===== src/sv/srle_pkg.sv =====
// ----------------------------------------------------------------------------
// srle_pkg: shared types and constants of the sprite row run-length encoder
// Run kinds, byte codes, write-bundle layout constants and queue status.
// ----------------------------------------------------------------------------
`default_nettype none

package srle_pkg;

    // Defaults for the top-level parameters.
    localparam int DEF_MAX_RUN     = 127;
    localparam int DEF_ADDR_BITS   = 24;
    localparam int DEF_QUEUE_DEPTH = 4;

    // A run length is always held in seven bits.
    localparam int RUN_LEN_W = 7;

    // One pixel causes at most four byte writes.
    localparam int MAX_WRITES = 4;
    localparam int WIDX_W     = 2;
    localparam int CNT_W      = 3;
    localparam int BYTE_W     = 8;

    localparam logic [BYTE_W-1:0] ROW_MARK = 8'h80;

    typedef enum logic [1:0] {
        RUN_NONE   = 2'd0,
        RUN_TRANS  = 2'd1,
        RUN_OPAQUE = 2'd2
    } t_run_kind;

    // Status of the queue between the front and the back.
    typedef struct packed {
        logic full;
        logic empty;
    } t_qstat;

endpackage

`default_nettype wire


===== src/sv/sprite_row_rle_encoder_top.sv =====
// ----------------------------------------------------------------------------
// sprite_row_rle_encoder_top: row-wise transparent run-length encoder
// Encodes 8-bit palette pixels into runs and emits addressed byte writes.
//
// Input channel (i_valid / o_ready): one pixel word per cycle with its
// row-end and image-start marks. A pixel is taken in the cycle it arrives
// as long as the bundle queue has room.
// Output channel (o_valid / i_ready): one byte write word per cycle, an 8-bit
// value and its stream address; o_last_of_item marks the final write caused
// by a pixel. Pixels that cause no write produce nothing.
// Writes pass the bundle queue, the bundle register and the output register.
// Throughput: one pixel per cycle on the input and one write per cycle on
// the output; a pixel causes up to four writes, so bursts at run and row ends
// are absorbed by the QUEUE_DEPTH-entry bundle queue and input stalls only
// when that queue is full.
// When the receiver stalls, the output word holds and the queue fills; the
// input keeps flowing until the queue is full.
// Reset clears the open run, the write address and both handshakes.
// ----------------------------------------------------------------------------
`default_nettype none

module sprite_row_rle_encoder_top #(
    parameter int MAX_RUN     = srle_pkg::DEF_MAX_RUN,
    parameter int ADDR_BITS   = srle_pkg::DEF_ADDR_BITS,
    parameter int QUEUE_DEPTH = srle_pkg::DEF_QUEUE_DEPTH
) (
    input  wire logic                 i_clk,
    input  wire logic                 i_rst_n,
    input  wire logic                 i_valid,
    output logic                      o_ready,
    input  wire logic [7:0]           i_pixel,
    input  wire logic                 i_row_end,
    input  wire logic                 i_image_start,
    output logic                      o_valid,
    input  wire logic                 i_ready,
    output logic [7:0]                o_out_byte,
    output logic [ADDR_BITS-1:0]      o_out_addr,
    output logic                      o_last_of_item
);
    import srle_pkg::*;

    localparam int BUN_W = MAX_WRITES * (BYTE_W + ADDR_BITS) + WIDX_W;

    t_qstat           qstat;
    logic             push;
    logic             pop;
    logic [BUN_W-1:0] bun_in;
    logic [BUN_W-1:0] bun_out;

    srle_front #(
        .MAX_RUN   (MAX_RUN),
        .ADDR_BITS (ADDR_BITS)
    ) u_front (
        .i_clk         (i_clk),
        .i_rst_n       (i_rst_n),
        .i_valid       (i_valid),
        .o_ready       (o_ready),
        .i_pixel       (i_pixel),
        .i_row_end     (i_row_end),
        .i_image_start (i_image_start),
        .i_qstat       (qstat),
        .o_push        (push),
        .o_bundle      (bun_in)
    );

    srle_queue #(
        .WIDTH (BUN_W),
        .DEPTH (QUEUE_DEPTH)
    ) u_queue (
        .i_clk   (i_clk),
        .i_rst_n (i_rst_n),
        .i_push  (push),
        .i_data  (bun_in),
        .i_pop   (pop),
        .o_data  (bun_out),
        .o_stat  (qstat)
    );

    srle_back #(
        .ADDR_BITS (ADDR_BITS)
    ) u_back (
        .i_clk          (i_clk),
        .i_rst_n        (i_rst_n),
        .i_qstat        (qstat),
        .i_bundle       (bun_out),
        .o_pop          (pop),
        .o_valid        (o_valid),
        .i_ready        (i_ready),
        .o_out_byte     (o_out_byte),
        .o_out_addr     (o_out_addr),
        .o_last_of_item (o_last_of_item)
    );

endmodule

`default_nettype wire


===== src/sv/srle_front.sv =====
// ----------------------------------------------------------------------------
// srle_front: pixel intake and run tracking
// Accepts one pixel per cycle while the queue has room, updates the open run
// and write address, and makes a bundle of up to four addressed byte writes.
// ----------------------------------------------------------------------------
`default_nettype none

module srle_front #(
    parameter int MAX_RUN   = srle_pkg::DEF_MAX_RUN,
    parameter int ADDR_BITS = srle_pkg::DEF_ADDR_BITS
) (
    input  wire logic                    i_clk,
    input  wire logic                    i_rst_n,
    input  wire logic                    i_valid,
    output logic                         o_ready,
    input  wire logic [7:0]              i_pixel,
    input  wire logic                    i_row_end,
    input  wire logic                    i_image_start,
    input  wire srle_pkg::t_qstat        i_qstat,
    output logic                         o_push,
    output logic [srle_pkg::MAX_WRITES*(srle_pkg::BYTE_W+ADDR_BITS)
                  +srle_pkg::WIDX_W-1:0] o_bundle
);
    import srle_pkg::*;

    localparam int WRITE_W = BYTE_W + ADDR_BITS;
    localparam int BUN_W   = MAX_WRITES * WRITE_W + WIDX_W;

    t_run_kind              r_kind, n_kind;
    logic [RUN_LEN_W-1:0]   r_len, n_len;
    logic [ADDR_BITS-1:0]   r_slot, n_slot;
    logic [ADDR_BITS-1:0]   r_wa, n_wa;

    t_run_kind              kind_in;
    logic [CNT_W-1:0]       wr_cnt;
    logic [BYTE_W-1:0]      wr_byte [MAX_WRITES];
    logic [ADDR_BITS-1:0]   wr_addr [MAX_WRITES];
    logic                   accept;

    assign o_ready = !i_qstat.full;
    assign accept  = i_valid && o_ready;
    assign kind_in = (i_pixel != '0) ? RUN_OPAQUE : RUN_TRANS;

    // The pixel is walked through the same steps as the encoding rules:
    // close a mismatched or full run, open a run, store the pixel, end the row.
    always_comb begin
        n_kind = r_kind;
        n_len  = r_len;
        n_slot = r_slot;
        n_wa   = r_wa;
        wr_cnt = '0;
        for (int k = 0; k < MAX_WRITES; k++) begin
            wr_byte[k] = '0;
            wr_addr[k] = '0;
        end

        if (i_image_start) begin
            n_kind = RUN_NONE;
            n_len  = '0;
            n_wa   = '0;
        end

        if (n_kind != RUN_NONE &&
            (n_kind != kind_in || n_len >= RUN_LEN_W'(MAX_RUN))) begin
            if (n_kind == RUN_OPAQUE) begin
                wr_byte[wr_cnt[WIDX_W-1:0]] = {1'b0, n_len};
                wr_addr[wr_cnt[WIDX_W-1:0]] = n_slot;
            end else begin
                wr_byte[wr_cnt[WIDX_W-1:0]] = ROW_MARK | {1'b0, n_len};
                wr_addr[wr_cnt[WIDX_W-1:0]] = n_wa;
                n_wa = n_wa + ADDR_BITS'(1);
            end
            wr_cnt = wr_cnt + CNT_W'(1);
            n_kind = RUN_NONE;
            n_len  = '0;
        end

        if (n_kind == RUN_NONE) begin
            n_kind = kind_in;
            n_len  = '0;
            if (kind_in == RUN_OPAQUE) begin
                n_slot = n_wa;
                n_wa   = n_wa + ADDR_BITS'(1);
            end
        end

        if (kind_in == RUN_OPAQUE) begin
            wr_byte[wr_cnt[WIDX_W-1:0]] = i_pixel;
            wr_addr[wr_cnt[WIDX_W-1:0]] = n_wa;
            wr_cnt = wr_cnt + CNT_W'(1);
            n_wa   = n_wa + ADDR_BITS'(1);
        end
        n_len = n_len + RUN_LEN_W'(1);

        // A transparent run that reaches the row end is dropped.
        if (i_row_end) begin
            if (n_kind == RUN_OPAQUE) begin
                wr_byte[wr_cnt[WIDX_W-1:0]] = {1'b0, n_len};
                wr_addr[wr_cnt[WIDX_W-1:0]] = n_slot;
                wr_cnt = wr_cnt + CNT_W'(1);
            end
            wr_byte[wr_cnt[WIDX_W-1:0]] = ROW_MARK;
            wr_addr[wr_cnt[WIDX_W-1:0]] = n_wa;
            wr_cnt = wr_cnt + CNT_W'(1);
            n_wa   = n_wa + ADDR_BITS'(1);
            n_kind = RUN_NONE;
            n_len  = '0;
        end
    end

    always_comb begin
        o_bundle = '0;
        for (int k = 0; k < MAX_WRITES; k++) begin
            o_bundle[k*WRITE_W +: BYTE_W]         = wr_byte[k];
            o_bundle[k*WRITE_W+BYTE_W +: ADDR_BITS] = wr_addr[k];
        end
        o_bundle[BUN_W-1 -: WIDX_W] = WIDX_W'(wr_cnt - CNT_W'(1));
    end

    // Pixels that cause no write never enter the queue.
    assign o_push = accept && (wr_cnt != '0);

    always_ff @(posedge i_clk) begin
        if (!i_rst_n) begin
            r_kind <= RUN_NONE;
            r_len  <= '0;
            r_slot <= '0;
            r_wa   <= '0;
        end else if (accept) begin
            r_kind <= n_kind;
            r_len  <= n_len;
            r_slot <= n_slot;
            r_wa   <= n_wa;
        end
    end

    a_len_bound: assert property (@(posedge i_clk) disable iff (!i_rst_n)
        r_len <= RUN_LEN_W'(MAX_RUN))
        else $error("open run longer than the maximum run");

    a_none_empty: assert property (@(posedge i_clk) disable iff (!i_rst_n)
        r_kind == RUN_NONE |-> r_len == '0)
        else $error("closed run still holds a length");

    a_row_closes: assert property (@(posedge i_clk) disable iff (!i_rst_n)
        accept && i_row_end |=> r_kind == RUN_NONE)
        else $error("run left open after a row end");

endmodule

`default_nettype wire


===== src/sv/srle_queue.sv =====
// ----------------------------------------------------------------------------
// srle_queue: short queue of write bundles
// Decouples pixel intake from the serial byte writer.
// ----------------------------------------------------------------------------
`default_nettype none

module srle_queue #(
    parameter int WIDTH = 8,
    parameter int DEPTH = srle_pkg::DEF_QUEUE_DEPTH
) (
    input  wire logic             i_clk,
    input  wire logic             i_rst_n,
    input  wire logic             i_push,
    input  wire logic [WIDTH-1:0] i_data,
    input  wire logic             i_pop,
    output logic [WIDTH-1:0]      o_data,
    output srle_pkg::t_qstat      o_stat
);
    import srle_pkg::*;

    localparam int PTR_W = (DEPTH > 1) ? $clog2(DEPTH) : 1;
    localparam int CNT_Q = $clog2(DEPTH + 1);

    logic [WIDTH-1:0] r_mem [DEPTH];
    logic [PTR_W-1:0] r_wr_ptr, n_wr_ptr;
    logic [PTR_W-1:0] r_rd_ptr, n_rd_ptr;
    logic [CNT_Q-1:0] r_count, n_count;

    assign o_stat.full  = (r_count == CNT_Q'(DEPTH));
    assign o_stat.empty = (r_count == '0);
    assign o_data       = r_mem[r_rd_ptr];

    always_comb begin
        n_wr_ptr = r_wr_ptr;
        n_rd_ptr = r_rd_ptr;
        n_count  = r_count;
        if (i_push) begin
            n_wr_ptr = (r_wr_ptr == PTR_W'(DEPTH - 1)) ? '0 : r_wr_ptr + PTR_W'(1);
        end
        if (i_pop) begin
            n_rd_ptr = (r_rd_ptr == PTR_W'(DEPTH - 1)) ? '0 : r_rd_ptr + PTR_W'(1);
        end
        if (i_push && !i_pop) begin
            n_count = r_count + CNT_Q'(1);
        end else if (i_pop && !i_push) begin
            n_count = r_count - CNT_Q'(1);
        end
    end

    always_ff @(posedge i_clk) begin
        if (i_push) begin
            r_mem[r_wr_ptr] <= i_data;
        end
    end

    always_ff @(posedge i_clk) begin
        if (!i_rst_n) begin
            r_wr_ptr <= '0;
            r_rd_ptr <= '0;
            r_count  <= '0;
        end else begin
            r_wr_ptr <= n_wr_ptr;
            r_rd_ptr <= n_rd_ptr;
            r_count  <= n_count;
        end
    end

    a_no_overflow: assert property (@(posedge i_clk) disable iff (!i_rst_n)
        i_push |-> !o_stat.full)
        else $error("bundle pushed into a full queue");

    a_no_underflow: assert property (@(posedge i_clk) disable iff (!i_rst_n)
        i_pop |-> !o_stat.empty)
        else $error("bundle popped from an empty queue");

    a_count_track: assert property (@(posedge i_clk) disable iff (!i_rst_n)
        i_push && !i_pop |=> r_count == $past(r_count) + CNT_Q'(1))
        else $error("queue fill count out of step with pushes");

endmodule

`default_nettype wire


===== src/sv/srle_back.sv =====
// ----------------------------------------------------------------------------
// srle_back: serial byte writer
// Takes write bundles from the queue and issues their writes one per cycle
// while the receiver is ready, through an output register.
// ----------------------------------------------------------------------------
`default_nettype none

module srle_back #(
    parameter int ADDR_BITS = srle_pkg::DEF_ADDR_BITS
) (
    input  wire logic                    i_clk,
    input  wire logic                    i_rst_n,
    input  wire srle_pkg::t_qstat        i_qstat,
    input  wire logic [srle_pkg::MAX_WRITES*(srle_pkg::BYTE_W+ADDR_BITS)
                       +srle_pkg::WIDX_W-1:0] i_bundle,
    output logic                         o_pop,
    output logic                         o_valid,
    input  wire logic                    i_ready,
    output logic [7:0]                   o_out_byte,
    output logic [ADDR_BITS-1:0]         o_out_addr,
    output logic                         o_last_of_item
);
    import srle_pkg::*;

    localparam int WRITE_W = BYTE_W + ADDR_BITS;
    localparam int BUN_W   = MAX_WRITES * WRITE_W + WIDX_W;

    logic [BUN_W-1:0]     r_bun;
    logic                 r_have;
    logic [WIDX_W-1:0]    r_idx;
    logic                 r_out_valid;
    logic [BYTE_W-1:0]    r_out_byte;
    logic [ADDR_BITS-1:0] r_out_addr;
    logic                 r_out_last;

    logic                 out_free;
    logic                 emit;
    logic                 last_w;

    assign out_free = !r_out_valid || i_ready;
    assign emit     = r_have && out_free;
    assign last_w   = (r_idx == r_bun[BUN_W-1 -: WIDX_W]);
    // The next bundle is loaded in the cycle the current one issues its last write.
    assign o_pop    = !i_qstat.empty && (!r_have || (emit && last_w));

    always_ff @(posedge i_clk) begin
        if (!i_rst_n) begin
            r_have      <= 1'b0;
            r_idx       <= '0;
            r_out_valid <= 1'b0;
        end else begin
            if (o_pop) begin
                r_have <= 1'b1;
                r_idx  <= '0;
            end else if (emit) begin
                if (last_w) begin
                    r_have <= 1'b0;
                end else begin
                    r_idx <= r_idx + WIDX_W'(1);
                end
            end
            if (out_free) begin
                r_out_valid <= emit;
            end
        end
    end

    always_ff @(posedge i_clk) begin
        if (o_pop) begin
            r_bun <= i_bundle;
        end
        if (emit) begin
            r_out_byte <= r_bun[r_idx*WRITE_W +: BYTE_W];
            r_out_addr <= r_bun[r_idx*WRITE_W+BYTE_W +: ADDR_BITS];
            r_out_last <= last_w;
        end
    end

    assign o_valid        = r_out_valid;
    assign o_out_byte     = r_out_byte;
    assign o_out_addr     = r_out_addr;
    assign o_last_of_item = r_out_last;

    a_idx_bound: assert property (@(posedge i_clk) disable iff (!i_rst_n)
        r_have |-> r_idx <= r_bun[BUN_W-1 -: WIDX_W])
        else $error("write index beyond the bundle size");

    a_pop_only_free: assert property (@(posedge i_clk) disable iff (!i_rst_n)
        o_pop && r_have |-> emit && last_w)
        else $error("bundle replaced before all its writes were issued");

    a_emit_shows: assert property (@(posedge i_clk) disable iff (!i_rst_n)
        emit |=> o_valid)
        else $error("issued write not presented on the output");

endmodule

`default_nettype wire


===== config.mk =====
export PLATFORM = sky130hd
export DESIGN_NAME = sprite_row_rle_encoder_top
export DESIGN_NICKNAME = d
export VERILOG_FILES = /design/src/sv/srle_pkg.sv /design/src/sv/sprite_row_rle_encoder_top.sv /design/src/sv/srle_front.sv /design/src/sv/srle_queue.sv /design/src/sv/srle_back.sv
export SDC_FILE = /design/constraint.sdc
export NUM_CORES = 1
export LEC_CHECK = 0
export BUFFER_PORTS_ARGS = -buffer_cell sky130_fd_sc_hd__buf_4
export CORE_MARGIN = 4
export CORE_UTILIZATION = 47
export DETAILED_ROUTE_END_ITERATION = 12
export PLACE_DENSITY = 0.74
export SLEW_MARGIN = 20
export SYNTH_ARGS = -nofsm -noshare
export SYNTH_HDL_FRONTEND = slang
export SYNTH_HIERARCHICAL = 1
export SYNTH_SLANG_ARGS = --single-unit

===== constraint.sdc =====
create_clock -name i_clk -period 13.6 [get_ports i_clk]
set_clock_uncertainty 0.2 [all_clocks]
set_input_delay 0.68 -clock i_clk [delete_from_list [all_inputs] [get_ports i_clk]]
set_output_delay 0.68 -clock i_clk [all_outputs]
set_load 0.03 [all_outputs]

==> run summary <==
The critical path is of the in2reg type. The sequential element share of the synthesized area came out at 0.657. STA classifies the critical path endpoint as a flip-flop. Leaving out fill and tap cells, the most frequent cell in the layout is sky130_fd_sc_hd__edfxtp_1.

The H-tree was split into 3 levels. The count of fill cells added during filler insertion came out at 5627. The die boundary height is 274 um, and the area occupied by multi-input gates is 10600 um2. The floorplan die area is 75300 um2.

The run gives 0.197 ns as the worst hold margin. The count of flip-flops with a built-in enable after synthesis works out to 683. In this run the critical register-to-register path is captured at u_front/r_wa[23]. Once the clock tree was built, the setup fixing pass inserted 0 buffers. The HPWL reported at the end of detailed placement is 50300 um. The I/O pin count came out at 49.

The tools report the initial antenna violation count as 1. The run finished with clean final reports. The run gives 0 as the number of buffers added to fix hold violations after cts. The period utilization came out at 0.516. The maximum operating frequency is 143 MHz, and the die width is 274 um. Across all setup checks in the final design, the least slack found is 6.58 ns.

The worst slack at placement was 6.14 ns. For the slack of the worst reg-to-reg path, the log shows 6.95 ns. The first global-routing pass estimated 122000 um of wire.

The remaining max-slew budget at the tightest pin is 0.266, and the antenna diode count is 0. For the post-layout utilization of the core, the log shows 0.527. The floorplan step defined a core boundary enclosing 70100 um2. For the worst-skew pair, the clock arrives at the later sink with an insertion delay of 0.63 ns. The worst hold path was traced through 3 stages.

The worst reg-to-reg path cell count works out to 16. A synthesized cell averages 15.7 um2. For the total placed cells including tap cells, the log shows 3021.

Setup repair after global routing left no endpoint under its margin. The number of nets in the final layout is 2194. The library cells used most frequently in the layout, excluding fill and tap cells, are sky130_fd_sc_hd__edfxtp_1 (683), sky130_fd_sc_hd__nand2_1 (166), sky130_fd_sc_hd__mux4_2 (158), sky130_fd_sc_hd__a21oi_1 (152), sky130_fd_sc_hd__nor2_1 (98). Routability-driven placement finished with a final weighted congestion of 1.02. The class of the tightest hold or removal check was in2reg.

The tools report the remaining antenna violation count after routing as 0. STA classifies the critical path startpoint as an input port. The endpoint with the worst hold slack was u_back/o_valid.

The Yosys step of the flow raised 6 warnings. The tools report the start point of the worst hold path as i_ready. The pre-antenna-repair detailed-routing pass consisted of 11 iterations. TritonCTS built the clock tree. From synthesis to final layout, the design area changed by 10.7%. The run gives 2091 as the number of DRC markers after the initial detailed-route iteration. The setup violation total in the final timing report was 0. In this run the cell area of the synthesized design comes to 33400 um2. The number of max-slew violations in the final report is 0. Clock-pin slew was measured on the worst setup and hold paths at 0.06 ns.

Subtracting the final worst setup slack from the clock period gives 7.02 ns. Using the TritonRoute via totals, the vias-per-cell ratio works out to 6.23. For the via count of the first global-routing pass, the log shows 20000.

The run gives 119 as the distinct cell type count of the synthesized netlist. After detailed routing, the number of remaining DRC violations is 0. The tool flagged a number of max-cap violations equal to 0. The final hold violation count was 0.

Clock tree synthesis found a total of 753 sinks. In this run the power density over the cells is 181 nW/um2. Total via count after detailed routing: 19700. The gate count after technology mapping is 2123, and the number of non-filler instances in the completed layout is 3164. Across the whole layout, storage elements account for 21900 um2. Adding up every negative setup slack in the final design gives 0 ns.

Entering global routing, the biggest net connects 68 pins. Global routing finished with a remaining overflow of 0. After synthesis, the cell types taking the most area are sky130_fd_sc_hd__edfxtp_1 (61%), sky130_fd_sc_hd__mux4_2 (11%), sky130_fd_sc_hd__dfxtp_1 (4.2%). The total routing resource utilization after global routing was 0.213; the sum of routed wire length over all layers was 79900 um. The startpoint identified for the worst register-to-register timing path is u_front/r_kind[1].

Gates resized during post-CTS repair numbered 0. The flip-flop cell with the highest count after synthesis is sky130_fd_sc_hd__edfxtp_1. The highest net fanout along the worst path was 27. The biggest area contributor in the post-synthesis netlist is sky130_fd_sc_hd__edfxtp_1.

The share of flip-flops with an asynchronous set or reset came out at 0. After detailed routing, the average wire length per cell comes to 25.3 um. The tools report the TritonCTS buffer count as 77. The longest clock path from root to sink contains 3 buffers. The run gives 97 as the number of standard-cell rows in the floorplan.

The flop and latch count out of synthesis is 753. The tools report the worst path arrival time as 7.33 ns. VDD sags by at most 0.000121 V.

The number of nets handed over by synthesis was 2157. For this design the static power due to leakage is 0.0116 uW. At the worst endpoint, the required time is 13.91 ns. The portion of synthesized cell area occupied by the leading cell type is 0.615. The tree is rooted in a sky130_fd_sc_hd__clkbuf_16.

The fraction of layout cells with a size suffix above 1 was 0.207. The actual transition at the worst max-transition pin is 1.09 ns, and the port buffer count is 48. For the effective utilization at floorplan, the log shows 0.476.
per-layer routing:
| layer | vias up | GRT usage | wire (um) |
|---|---|---|---|
| li1 | 8587 | - | - |
| met1 | 9958 | 0.290 | 32600 |
| met2 | 967 | 0.347 | 38600 |
| met4 | 0 | 0.0756 | 2470 |
| met5 | - | 0 | 0 |
| met3 | 185 | 0.0382 | 6280 |
state kept, by name, indices dropped and copies added, names as in the netlist, named ones only:
signal	count
u_front/r_wa	24
u_back/o_out_addr	24
u_queue/r_rd_ptr	2
u_back/r_idx	2
u_front/r_kind	2
u_back/o_out_byte	8
u_back/r_have	1
u_back/o_last_of_item	1
u_front/r_slot	24
u_back/r_bun	130
u_queue/r_count	3
u_back/o_valid	1
u_queue/r_wr_ptr	2
u_front/r_len	7
u_queue/r_mem	520
critical path, stage by stage:
cell,delay (ns)
sky130_fd_sc_hd__buf_4,0.13
sky130_fd_sc_hd__nor4_2,0.45
sky130_fd_sc_hd__nand2_1,0.62
sky130_fd_sc_hd__inv_1,0.73
sky130_fd_sc_hd__a21oi_2,0.14
sky130_fd_sc_hd__buf_4,0.29
sky130_fd_sc_hd__xor2_1,0.25
sky130_fd_sc_hd__ha_1,0.34
sky130_fd_sc_hd__nor2_1,0.05
sky130_fd_sc_hd__a21oi_1,0.23
sky130_fd_sc_hd__ha_1,0.18
sky130_fd_sc_hd__and2_0,0.28
sky130_fd_sc_hd__nand3_1,0.24
sky130_fd_sc_hd__nand3b_1,0.29
sky130_fd_sc_hd__a2111oi_0,0.76
sky130_fd_sc_hd__nand4_1,0.21
sky130_fd_sc_hd__xor2_1,0.80
sky130_fd_sc_hd__nor3b_2,0.23
sky130_fd_sc_hd__a311oi_1,0.33
sky130_fd_sc_hd__a211oi_2,0.06
worst max-delay path by stage:
stage,from,end,slack [ns],depth (start not counted)
global placement,i_pixel[6],u_front/r_wa[21],6.28,20
CTS,i_pixel[6],u_front/r_wa[21],6.77,20
detailed placement,i_pixel[6],u_front/r_wa[21],6.14,20
finish,i_pixel[6],u_front/r_wa[23],6.58,20
floorplan,i_pixel[6],u_queue/r_mem[0][0],6.59,10
global route,i_pixel[6],u_front/r_wa[23],6.07,20
cells in the mapped netlist, types with 15 or more instances:
master and count:
sky130_fd_sc_hd__ha_1 19, sky130_fd_sc_hd__a22oi_1 24, sky130_fd_sc_hd__nor2b_1 18, sky130_fd_sc_hd__a21oi_1 153, sky130_fd_sc_hd__dfxtp_1 70, sky130_fd_sc_hd__nor3_1 43
sky130_fd_sc_hd__inv_1 18, sky130_fd_sc_hd__o22ai_1 29, sky130_fd_sc_hd__xor2_1 26, sky130_fd_sc_hd__nand2_1 167, sky130_fd_sc_hd__nor2_1 101, sky130_fd_sc_hd__and2_1 15
sky130_fd_sc_hd__clkbuf_1 77, sky130_fd_sc_hd__mux4_2 158, sky130_fd_sc_hd__nand4_1 27, sky130_fd_sc_hd__xnor2_1 45, sky130_fd_sc_hd__o21ai_0 51, sky130_fd_sc_hd__edfxtp_1 683
sky130_fd_sc_hd__buf_2 15, sky130_fd_sc_hd__nand3_1 36
logic make-up (layout without fill, tap and decap cells):
family | Yosys count | in the layout | share of synthesized area
adder cells (fa/ha/maj) | 20 | 20 | 0.00773
AO/OA/AOI/OAI | 410 | 410 | 0.0833
flip-flops | 753 | 753 | 0.657
AND/OR/NAND/NOR | 537 | 537 | 0.0869
XOR/XNOR | 81 | 81 | 0.0244
multiplexers | 174 | 174 | 0.114
buffers and inverters | 148 | 249 | 0.0273
final cells by class:
class / count / area share
Inverter: 19 / 0.00193
Clock buffer: 98 / 0.0554
Tap cell: 940 / 0.0318
Clock inverter: 45 / 0.0131
Multi-Input combinational cell: 1222 / 0.286
Sequential cell: 753 / 0.594
Timing Repair Buffer: 87 / 0.0177
power breakdown:
group / internal, uW / switching [uW] / total [uW] / leakage, uW
clock: 1240 / 857 / 2100 / 0.00123
combinational: 579 / 751 / 1330 / 0.00342
sequential: 3110 / 148 / 3260 / 0.00692
total: 4940 / 1760 / 6690 / 0.0116
per-stage QoR:
step	area, um2	total power (uW)
after floorplan	33400	4340
after global placement	34400	4610
after detailed placement	34400	4670
after CTS	36900	6770
after global routing	36900	6990
final	36900	6690
Note: power is estimated with default switching activity, not from simulation.
